$ cat config.mk
export PLATFORM = sky130hd
export DESIGN_NAME = sobel_queue
export DESIGN_NICKNAME = d
export VERILOG_FILES = /design/src/rtl/sobel_pkg.sv /design/src/rtl/sobel_queue.sv
export SDC_FILE = /design/constraint.sdc
export NUM_CORES = 1
export LEC_CHECK = 0
export ABC_CLOCK_PERIOD_IN_PS = 5200
export BUFFER_PORTS_ARGS = -buffer_cell sky130_fd_sc_hd__buf_2
export CAP_MARGIN = 20
export CORE_AREA = 2 2 119 121
export DETAILED_ROUTE_END_ITERATION = 8
export DIE_AREA = 0 0 121 123
export GPL_TIMING_DRIVEN = 0
export PLACE_DENSITY = 0.67
export SLEW_MARGIN = 15
export SYNTH_ARGS = -nofsm -noshare
export SYNTH_HDL_FRONTEND = slang
export SYNTH_SLANG_ARGS = --single-unit
$ cat constraint.sdc
create_clock -name clk -period 5.2 [get_ports clk]
set_input_delay 1.04 -clock clk [delete_from_list [all_inputs] [get_ports clk]]
set_output_delay 1.04 -clock clk [all_outputs]
set_load 0.02 [all_outputs]
$ cat src/rtl/sobel_pkg.sv
// Shared types and constants for the Sobel edge threshold block.
`timescale 1ns / 1ps
`default_nettype none

package sobel_pkg;

  localparam int unsigned MAX_LINE_LENGTH_DEF = 1024;
  localparam int unsigned MAX_LINE_COUNT_DEF  = 1024;

  localparam int unsigned PIX_W  = 8;
  localparam int unsigned CFG_W  = 11;
  localparam int unsigned SUM_W  = 10;
  localparam int unsigned MAG_W  = 11;
  localparam int unsigned IDX_W  = 2;

  localparam logic [CFG_W-1:0] THRESHOLD_RST   = 11'd360;
  localparam logic [CFG_W-1:0] LINE_LENGTH_RST = 11'd1024;
  localparam logic [CFG_W-1:0] LINE_COUNT_RST  = 11'd1024;

  localparam int unsigned QUEUE_DEPTH = 4;
  localparam int unsigned QUEUE_AW    = 2;
  localparam int unsigned QUEUE_CW    = 3;

  typedef enum logic [IDX_W-1:0] {
    REG_EDGE_THRESHOLD = 2'd0,
    REG_LINE_LENGTH    = 2'd1,
    REG_LINE_COUNT     = 2'd2
  } reg_index_t;

  // weighted column/row sums of one window, as handed from front to back
  typedef struct packed {
    logic             win_valid;
    logic [SUM_W-1:0] top;
    logic [SUM_W-1:0] bot;
    logic [SUM_W-1:0] left;
    logic [SUM_W-1:0] right;
  } sums_t;

  typedef struct packed {
    logic             win_valid;
    logic             edge_res;
    logic [MAG_W-1:0] magnitude;
  } result_t;

endpackage

`default_nettype wire

$ cat src/rtl/sobel_queue.sv
// Short word queue between front and back ends.
`timescale 1ns / 1ps
`default_nettype none

module sobel_queue (
  input  wire logic                        clk,
  input  wire logic                        rst,
  input  wire logic                        wr,
  input  wire sobel_pkg::sums_t            wr_data,
  input  wire logic                        rd,
  output sobel_pkg::sums_t                 rd_data,
  output logic [sobel_pkg::QUEUE_CW-1:0]   count
);

  sobel_pkg::sums_t mem [sobel_pkg::QUEUE_DEPTH];

  logic [sobel_pkg::QUEUE_AW-1:0] wr_ptr;
  logic [sobel_pkg::QUEUE_AW-1:0] rd_ptr;

  always_ff @(posedge clk) begin
    if (rst) begin
      wr_ptr <= '0;
      rd_ptr <= '0;
      count  <= '0;
    end else begin
      if (wr) begin
        wr_ptr <= wr_ptr + sobel_pkg::QUEUE_AW'(1);
      end
      if (rd) begin
        rd_ptr <= rd_ptr + sobel_pkg::QUEUE_AW'(1);
      end
      if (wr && !rd) begin
        count <= count + sobel_pkg::QUEUE_CW'(1);
      end else if (rd && !wr) begin
        count <= count - sobel_pkg::QUEUE_CW'(1);
      end
    end
  end

  always_ff @(posedge clk) begin
    if (wr) begin
      mem[wr_ptr] <= wr_data;
    end
  end

  assign rd_data = mem[rd_ptr];

endmodule

`default_nettype wire

; Yosys cells after proc, flatten, opt, wreduce, memory -nomap -nowiden
; Memory sizes are Yosys's and may differ from the RTL's. A register that Yosys moved wholly into a read port is not among the register bits.
; Cells that the tools add are included.
[word_totals]
reg_bits = 7
mem_bits_rw = 164
inputBits = 45
elab_cells = 19
n_memories = 1
[mem_list]
columns = memory, depth, word_bits, read_ports, rd_ports_with_merged_regs, write_ports, line
row1 = mem, 4, 41, 1, 1, 1, sobel_queue.sv:15  ; sobel_pkg::sums_t mem [sobel_pkg::QUEUE_DEPTH];
[op_classes]
n_addsub = 4
mux = 6
n_reduce_logical = 5
[op_table]
columns = operator, count
row1 = 3-bit 2-to-1 mux, 2
row2 = 2-bit by 1-bit adder with 2-bit output (second input constant), 2
row3 = 2-bit 2-to-1 mux, 2
row4 = 3-bit by 1-bit adder with 3-bit output (second input constant), 1
row5 = 3-bit by 1-bit subtractor with 3-bit output (second input constant), 1
row6 = 1-bit logical AND, 2
row7 = 1-bit logical NOT, 2
row8 = 1-bit 2-to-1 mux, 2
row9 = 2-bit nonzero test, 1

; Depth between registers and ports, before layout
[depth]
depth_word = 4
mapped_depth = 7
depth_no_buf = 7

; Worst setup path after synthesis
; Ideal clock, no wire load.
[synth_timing]
path_type = input port to flip-flop
startpoint = in wr
endpoint = mem mem[0][0] (netlist name) (enable)
setup_ns = 0.402
t_arrival_ns = 2.034
t_required_ns = 4.798
path_slack_ns = 2.764
cell_stages = 1
path_buffers = 0
cell_sequence = and2_1
[synth_between]
elab_chain_cells = 2
[synth_lines]
columns = item, line
row1 = start: declaration, sobel_queue.sv:8  ; input wire logic wr,
row2 = 1-bit 2-to-1 mux, sobel_queue.sv:41  ; if (wr) begin
row3 = 1-bit 2-to-1 mux (implied by the code), sobel_queue.sv:42  ; mem[wr_ptr] <= wr_data;
row4 = end: declaration, sobel_queue.sv:15
; No other way between the ends.

==> results by group <==
Status
  • Run status: completed

STA
  • Setup TNS: 0 ps
  • Final setup fails: 0
  • Clock skew: 5.10 ps
  • Final WS setup: 2360 ps
  • RSZ-0062 raised after global routing: false
  • Slew margin rel.: 58.8%
  • Worst slew pin tran: 618 ps
  • Fin. max-slew vios: 0
  • Final period utilization: 54.5%
  • Final hold vios: 0
  • Final hold slack: 491 ps
  • Final min period: 2840 ps
  • Max Freq: 353 MHz

Clocking
  • Clock Sinks: 173
  • Clock Path Buffers: 2
  • CTS resizes: 0
  • Hold Buf Count CTS: 0
  • CTS tree: built
  • # Post-CTS Setup Buffers: 0
  • CTS H-Tree Depth: 4
  • Worst skew pair latency: about 410 ps
  • Root Buffer: clkbuf_16
  • Clock-pin slew on the worst setup and hold paths: roughly 60 ps
  • TritonCTS Buffers: 17

Power
  • Pwr Density: 420 mW/mm^2
  • Leakage power: between 2 and 3 nW
  • Total power: 3.25 mW
  • VDD IR max: roughly 230 uV

Setup path
  • Crit. End Element: output pin
  • Crit path required time: 4160 ps
  • Critical Path AT: 1800 ps
  • Worst-path fanout max: 10
  • Setup Crit Path Kind: flop to output pin
  • CP Launch Type: flop

Yosys
  • Cells after synthesis: 257
  • Synth cell types: 21
  • Mapped Avg Cell Area: 24.8 um^2
  • Total number of yosys warnings: 0
  • Mapped Nets: 308
  • Sequential element share of the synthesized area: between 70% and 80%
  • Seq cells post-synth: around 170
  • Post-Syn Area: 0.00638 mm^2

Route
  • WL/cell: 19.1 um
  • Number of DRC markers in iteration 0: 155
  • Router iterations before antenna repair: 4
  • Post-DRT Antenna Nets: 0
  • DR vias: 2877
  • Drt drc: 0
  • Wirelength, routed: 10700 um
  • Vias per cell: slightly above 5

Global route
  • Total GRT Usage: 15.4%
  • First-pass GRT wire length: about 16000 um
  • Initial antenna violation count: 0
  • Vias in the first global route: 3012
  • GR Overflow Total: 0
  • Pin count of the biggest net entering global routing: 23

Floorplanning
  • Die height: 123 um
  • Full die area: 0.0149 mm^2
  • Rows: 43
  • Core area: 0.0136 mm^2
  • Die Wd: 121 um
  • IO Pins: 89
  • Initial core utilization: 46.9%

Hold path
  • Hold Crit Class: flop to flop

Layout
  • Layout Cells excl Fill: 561
  • Area Overhead vs Synth: 21.2%
  • # fillers: 1017
  • Nets: 418
  • Share of post-route cells with drive strength above 1: 44.7%

Run
  • Max Cap Viol: 0

Placement
  • Post-Place Worst Slack: 2670 ps
  • Placed Cells: 528
  • IO Port Bufs: 87
  • Post-DP HPWL: 6550 um
  • GP Congestion: approximately 0.67
[stage by stage]
stage / util, % / area, um^2
after floorplan: - / 6380
after global placement: 51.8 / 7040
after detailed placement: 52.4 / 7130
after CTS: 56.8 / 7740
after global routing: 56.8 / 7740
final: 56.9 / 7740
[power by group]
| group | internal [mW] | switching (mW) | total, mW |
|---|---|---|---|
| registers | 1.60 | 0.0176 | 1.62 |
| clock network | 0.806 | 0.474 | 1.28 |
| logic | 0.154 | 0.201 | 0.355 |
| total | 2.56 | 0.693 | 3.25 |
[cells in the final DEF, fill, tap and decap left out, drive strengths merged]
cell type,instances
clkinv,1
edfxtp,164
ha,5
clkbuf,27
or3,1
clkinvlp,2
diode,1
mux2i,2
mux4,41
inv,4
a21oi,1
nand2,1
dfxtp,9
xor2,3
buf,101
fa,1
o21ai,1
nor2,7
xnor2,2
bufinv,3
and2,4
[cells in the mapped netlist]
cell        n  area share [%]
inv_1       4            0.24
buf_2       4            0.31
buf_1       1           0.059
edfxtp_1  164              77
and2_1      4            0.39
mux2i_1     2            0.31
a21oi_1     1           0.078
buf_6       1            0.18
mux4_2     40              14
dfxtp_1     9             2.8
mux4_1      1            0.41
nand2_1     1           0.059
o21ai_0     1           0.078
xor2_1      3            0.41
xnor2_1     2            0.27
buf_12      4             1.3
nor2_1      7            0.41
clkbuf_1    1           0.059
fa_1        1            0.31
or3_1       1           0.098
ha_1        5            0.98
[worst paths after layout]
kind	start	end	slack (ps)	depth (start not counted)
worst max register to register	wr_ptr[0]$_SDFFE_PP0P_	mem[0][36]$_DFFE_PP_	3490	4
worst max-delay path	flop	rd_data[28]	2360	4
worst min register to register	count[2]$_SDFFE_PP0P_	count[2]$_SDFFE_PP0P_	490	2
worst min-delay path	count[2]$_SDFFE_PP0P_	count[2]$_SDFFE_PP0P_	490	2
[critical path, cell delays in order, from the launching register on]
cell	delay [ps]
dfxtp_1	310
buf_1	190
buf_2	330
mux4_2	370
buf_2	180
[flip-flops by register name, indices dropped and copies added (netlist names), named ones only]
register and flops:
count 3, wr_ptr 2, mem 164, rd_ptr 2
[metal layers]
layer / track usage (%) / wire length, um / part of all wire, %
met3: 4.06 / 410 / 3.8
met1: 19.8 / 4620 / 43
met4: 6.54 / 193 / 1.8
met2: 25.0 / 5520 / 51
met5: 0 / 0 / 0
[layout make-up]
cell class,instances,area (um^2),share of cell area (%)
buffer,11,119,1.54
antenna,1,2.50,0.0323
timing repair buffer,91,515,6.66
sequential,173,5100,66.0
tap,180,225,2.91
inverter,4,15.0,0.194
multi-input combinational,69,1150,14.9
clock buffer,26,499,6.45
clock inverter,6,109,1.41
[cells by family after synthesis]
logic type / Yosys count / share of synthesized area (%)
muxes: 43 / 14.8
AOI/OAI and AO/OA: 2 / 0.157
adders and majority gates: 6 / 1.29
DFF: 173 / 80.0
and+or+nand+nor: 13 / 0.960
buffers and inverters: 15 / 2.10
xor gates and xnor gates: 5 / 0.686
No activity file was read; power rests on OpenSTA's default activity.
