[config.mk]
export PLATFORM = sky130hd
export DESIGN_NAME = sobel_back
export DESIGN_NICKNAME = d
export VERILOG_FILES = /design/src/rtl/sobel_pkg.sv /design/src/rtl/sobel_back.sv
export SDC_FILE = /design/constraint.sdc
export NUM_CORES = 1
export LEC_CHECK = 0
export BUFFER_PORTS_ARGS = -buffer_cell sky130_fd_sc_hd__buf_2
export CAP_MARGIN = 20
export CORE_MARGIN = 4
export CORE_UTILIZATION = 49
export CTS_BUF_LIST = sky130_fd_sc_hd__clkbuf_8
export DETAILED_ROUTE_END_ITERATION = 12
export GPL_ROUTABILITY_DRIVEN = 0
export MAX_ROUTING_LAYER = met4
export PLACE_DENSITY_LB_ADDON = 0.15
export SLEW_MARGIN = 0
export SYNTH_ARGS = -nofsm -noshare
export SYNTH_HDL_FRONTEND = slang
export SYNTH_SLANG_ARGS = --single-unit
[constraint.sdc]
create_clock -name clk -period 4.4 [get_ports clk]
set_input_delay 0.44 -clock clk [delete_from_list [all_inputs] [get_ports clk]]
set_output_delay 0.44 -clock clk [all_outputs]
set_load 0.005 [all_outputs]
[src/rtl/sobel_pkg.sv]
// Shared types and constants for the Sobel edge threshold block.
`timescale 1ns / 1ps
`default_nettype none

package sobel_pkg;

  localparam int unsigned MAX_LINE_LENGTH_DEF = 1024;
  localparam int unsigned MAX_LINE_COUNT_DEF  = 1024;

  localparam int unsigned PIX_W  = 8;
  localparam int unsigned CFG_W  = 11;
  localparam int unsigned SUM_W  = 10;
  localparam int unsigned MAG_W  = 11;
  localparam int unsigned IDX_W  = 2;

  localparam logic [CFG_W-1:0] THRESHOLD_RST   = 11'd360;
  localparam logic [CFG_W-1:0] LINE_LENGTH_RST = 11'd1024;
  localparam logic [CFG_W-1:0] LINE_COUNT_RST  = 11'd1024;

  localparam int unsigned QUEUE_DEPTH = 4;
  localparam int unsigned QUEUE_AW    = 2;
  localparam int unsigned QUEUE_CW    = 3;

  typedef enum logic [IDX_W-1:0] {
    REG_EDGE_THRESHOLD = 2'd0,
    REG_LINE_LENGTH    = 2'd1,
    REG_LINE_COUNT     = 2'd2
  } reg_index_t;

  // weighted column/row sums of one window, as handed from front to back
  typedef struct packed {
    logic             win_valid;
    logic [SUM_W-1:0] top;
    logic [SUM_W-1:0] bot;
    logic [SUM_W-1:0] left;
    logic [SUM_W-1:0] right;
  } sums_t;

  typedef struct packed {
    logic             win_valid;
    logic             edge_res;
    logic [MAG_W-1:0] magnitude;
  } result_t;

endpackage

`default_nettype wire

[src/rtl/sobel_back.sv]
// Back end: gradient magnitude, threshold compare and output word register.
`timescale 1ns / 1ps
`default_nettype none

module sobel_back (
  input  wire logic                         clk,
  input  wire logic                         rst,
  input  wire logic [sobel_pkg::CFG_W-1:0]  edge_threshold,
  input  wire logic                         q_avail,
  input  wire sobel_pkg::sums_t             q_data,
  output logic                              q_take,
  input  wire logic                         pop,
  output logic                              empty,
  output sobel_pkg::result_t                res
);

  logic                                  out_full;
  logic signed [sobel_pkg::SUM_W:0]      dx;
  logic signed [sobel_pkg::SUM_W:0]      dy;
  logic [sobel_pkg::SUM_W-1:0]           adx;
  logic [sobel_pkg::SUM_W-1:0]           ady;
  logic [sobel_pkg::MAG_W-1:0]           mag;
  sobel_pkg::result_t                    res_next;

  always_comb begin
    dx  = $signed({1'b0, q_data.bot})   - $signed({1'b0, q_data.top});
    dy  = $signed({1'b0, q_data.right}) - $signed({1'b0, q_data.left});
    adx = dx[sobel_pkg::SUM_W] ? sobel_pkg::SUM_W'(-dx) : sobel_pkg::SUM_W'(dx);
    ady = dy[sobel_pkg::SUM_W] ? sobel_pkg::SUM_W'(-dy) : sobel_pkg::SUM_W'(dy);
    mag = sobel_pkg::MAG_W'(adx) + sobel_pkg::MAG_W'(ady);
    res_next.win_valid = q_data.win_valid;
    res_next.magnitude = q_data.win_valid ? mag : '0;
    res_next.edge_res  = q_data.win_valid && (mag > edge_threshold);
  end

  assign q_take = q_avail && (!out_full || pop);

  always_ff @(posedge clk) begin
    if (rst) begin
      out_full <= 1'b0;
    end else if (q_take) begin
      out_full <= 1'b1;
    end else if (pop) begin
      out_full <= 1'b0;
    end
  end

  always_ff @(posedge clk) begin
    if (q_take) begin
      res <= res_next;
    end
  end

  assign empty = !out_full;

endmodule

`default_nettype wire

# Yosys cells after proc, flatten, opt, wreduce, memory -nomap -nowiden
# Cells that the tools add are included.
# W data, S select, Z words.
# word_totals
input_bits,56
reg_bits,14
word_cells,19
# classes
reduce_logical,5
addsub,5
mux,4
magnitude_cmp,1
# ops
op,n
$sub A10 B10 Y11,2
$mux W10,2
$neg A10 Y10,2
$add A10 B10 Y11,1
$gt A11 B11 Y1,1
$logic_and A1 B1 Y1,2
$mux W1,2
$reduce_bool A2 Y1,1
$logic_not A1 Y1,1
$logic_or A1 B1 Y1,1

# Longest topological paths before layout
# logic_depth
depth_word,6
mapped_depth,25
depth_no_buf,24

# Worst setup path before layout
# OpenSTA, ideal clock, no wires.
# synth_timing
path_kind,input -> register
from,in q_data[20] (netlist name)
to,"reg res[11] (netlist name), data pin"
slack_ns,-0.235
setup_ns,0.265
cell_stages,24
path_buffers,1
arrival_time_ns,4.370
required_ns,4.135
cell_sequence,inv_1 -> ha_1 -> fa_1 -> nand2b_1 -> a21oi_1 -> o221ai_1 -> o21bai_1 -> a21o_1 -> clkbuf_1 -> nand2_1 -> o21a_1 -> ha_1 -> a21o_1 -> a211oi_1 -> nor2_1 -> o41ai_1 -> o21ai_0 -> xor2_1 -> ha_1 -> nand4_1 -> nor2_1 -> nand4_1 -> o211ai_1 -> a31oi_1
# synth_lines
element,line,rtl
"start, declared",sobel_back.sv:10,"input wire sobel_pkg::sums_t q_data,"
"end signal, assigned",sobel_back.sv:50,res <= res_next;
"end, declared",sobel_back.sv:14,output sobel_pkg::result_t res

==> results.md <==
* Status: finished, final reports clean
* Final hold slack at between 0.3 and 0.4 ns
* Area leader, netlist: ha_1
* Total congestion overflow at 0
* Clock-pin slew on the worst setup and hold paths at 0.06 ns
* Vias in the first global route at 2,239
* Proportion of layout cells with a drive suffix above 1 at 0.323
* Register area share after synthesis at 0.168
* CTS tree: done
* First-pass GRT wire length at between 8 and 9 mm
* Worst R2R End: res[0]
* Fin Setup TNS at 0 ns
* H-tree depth at 1
* Synth Warn # at 0
* Core area at 0.00479 mm2
* FF-to-FF setup slack at approximately 3.4 ns
* Critical register-to-register path startpoint: out_full
* Sw Share at 0.422
* Final setup violation count at 0
* Leakage power at around 1.7 nW
* Layout Nets at 515
* Critical Path End Type: flop
* FP Rows at 25
* Num CTS Buffers at 3
* Drt total wl at 5.56 mm
* Hold path depth at 2
* Worst hold path class: input pin to flop
* Crit-path max FO at 2
* Hold Startpoint: rst
* Clock Latency Late Sink at 0.25 ns
* Post-synthesis adder-cell area fraction at 0.245
* CP arrival at 4.25 ns
* Count of pins over their slew limit at 0
* Largest net degree at the start of global routing at 15
* Synth Net Count at 410
* Worst Tran Pin Value at 0.416 ns
* Vias per inst at 5.01
* Mean area per synthesized cell at between 7 and 8 um2
* Vias post-DR at 2,400
* Initial drt markers at slightly above 90
* Synth Area in Simple Gates at 0.167
* MaxCap Viol Count at 0
* Initial antenna violation count at 0
* Inserted Diodes at 0
* Family with the most delay on the worst path: compound AO/OA/AOI/OAI gates
* # DRC at 0
* Buf+Inv Stages, Crit Path at 3
* Hold Path Sink: out_full
* PortBufs at 70
* Clk root buf: clkbuf_8
* Cell Chain, Critical Path: buf_6, inv_4, ha_4, fa_2, nand2b_4, a21oi_2, a211o_1, a221o_1, a21o_1, nor2_1, xnor2_1, ha_1, buf_6, a211oi_2, nor2_2, o41ai_2, o21ai_1, xor2_1, ha_1, nand4_1, nor2_1, nand4_1, o211ai_1, a31oi_1
* Post-synthesis mux area share at 0
* Tmin final at 4.25 ns
* Antenna-violating nets left at 0
* Internal at 0.000881 W
* Rel. slew slack at 0.721
* Largest family of logic cells by synthesized area: adder cells
* Peak VDD IR at about 0.21 mV
* Seq pwr share at 0.139
* Die W at 78.6 um
* Synth Flop Type: edfxtp_1
* Post-synthesis xor/xnor area fraction at 0.129
* Clk pwr share at 0.082
* Ys async rst share at 0
* Fin cells at 479
* Fmax at roughly 240 MHz
* Critical path class: input pin to flop
* CP required at 4.39 ns
* CP Launch Type: input pin
* Post-DP HPWL at 4.61 mm
* Synth top cells by count: inv_1, ha_1, nor2_1, a21oi_1, xnor2_1
* Fin. Hold Viols at 0
* Post-Syn Area at roughly 0.0024 mm2
* DP Area at ~0.003 mm2
* Die area at approximately 0.0062 mm2
* Net Sw Power at between 0.0006 and 0.0007 W
* Final Cycle Share at 0.966
* Yosys cell types at 39
* Fin area at 0.00331 mm2
* RSZ-0062 raised after global routing: true
* Share of the synthesized area in the top cell type at 0.220
* CTS Hold Bufs at 0
* Synth area leaders: ha_1, edfxtp_1, xnor2_1
* Clk_skew at 0.00306 ns
* #FFs+latches synth at 14
* Most common cell in the netlist: inv_1
* Synth Instances at about 300
* Max stage delay cell, worst path: a221o_1
* Power per cell area at 461 mW/mm2
* Clk buf depth at 2
* Gr usage total at 0.175
* Gate power share at 0.780
* Synth-to-layout area growth at 35.3%
* Post-synth EDFFs at 13
* Number of detailed-route iterations in the first pass at 4
* Critical Path Start: q_data[0]
* Synth Area in Compound Gates at 0.220
* Drt wl/cell at roughly 12 um
* Crit path largest cell delay at 0.37 ns
* Cells after DPL at 470
* CTS sink cnt at 14
* Chip Height at a little under 80 um
* Io pins at 71
* Worst R2R Path Depth at 2
* Initial Utilization at 0.511
## cells by family (layout without fill, tap and decap cells)
logic type | count (synthesis) | after routing
compound gates | 83 | 83
xor+xnor | 36 | 36
fa+ha+maj | 46 | 46
buf+inv | 47 | 151
flops | 14 | 14
simple gates | 82 | 82
## worst max path at each step
stage               cells past startpoint       to
floorplan                              24  res[11]
global placement                       24  res[11]
detailed placement                     24  res[11]
CTS                                    25  res[11]
global route                           24  res[11]
finish                                 24  res[11]
## timing repair
action	CTS	global route
gates resized for setup	2	31
pin swaps	2	29
endpoints found under the setup margin	1	1
setup buffers	1	4
## layout by cell type, fill, tap and decap left out, types with 10 or more instances in the layout
cell type and instances:
o21ai_0 13, nor2_1 26, edfxtp_1 13, a21oi_1 22
ha_1 39, xor2_1 10, nand2_1 13, buf_2 69
xnor2_1 25, buf_4 30, and2_1 11, inv_1 44
## worst register-to-register path: stages (launching register included)
cell and delay (ns):
dfxtp_1 0.32, a21boi_1 0.13, buf_4 0.23
## area by class of cell
class                           count  area (um2)
Multi-Input combinational cell    247        1980
Clock buffer                        4        55.1
Tap cell                           67        83.8
Fill cell                         407        1480
Sequential cell                    14         410
Timing Repair Buffer              102         604
Inverter                           45         171
## routing by layer
metal,GRT usage,routed length [um],vias to the layer above
li1,-,-,1288
met1,0.211,2470,1029
met2,0.304,2680,72
met3,0.0161,275,11
met4,0.0594,125,0
met5,-,0,-
## registers in the layout (all words and copies together) (netlist names)
register and count:
out_full 1, res 13
## power by group through the flow
| stage | combinational [W] | clock [W] | sequential [W] |
|---|---|---|---|
| 3_3_place_gp | 0.00107 | 0 | 0.000214 |
| 5_1_grt | 0.00133 | 0.000127 | 0.000214 |
| 4_1_cts | 0.00111 | 0.000124 | 0.000212 |
| 6_report | 0.00119 | 0.000124 | 0.000211 |
| 3_5_place_dp | 0.00110 | 0 | 0.000214 |
| 2_1_floorplan | 0.000762 | 0 | 0.000223 |
## through the flow
stage	power, W	worst slack [ns]	util
2_1_floorplan	0.000985	0.0138	-
3_3_place_gp	0.00128	-0.285	0.644
3_5_place_dp	0.00131	-0.371	0.644
4_1_cts	0.00145	0.0126	0.659
5_1_grt	0.00168	-0.101	0.691
6_report	0.00153	0.148	0.691
Note: power is estimated with default switching activity, not from simulation.
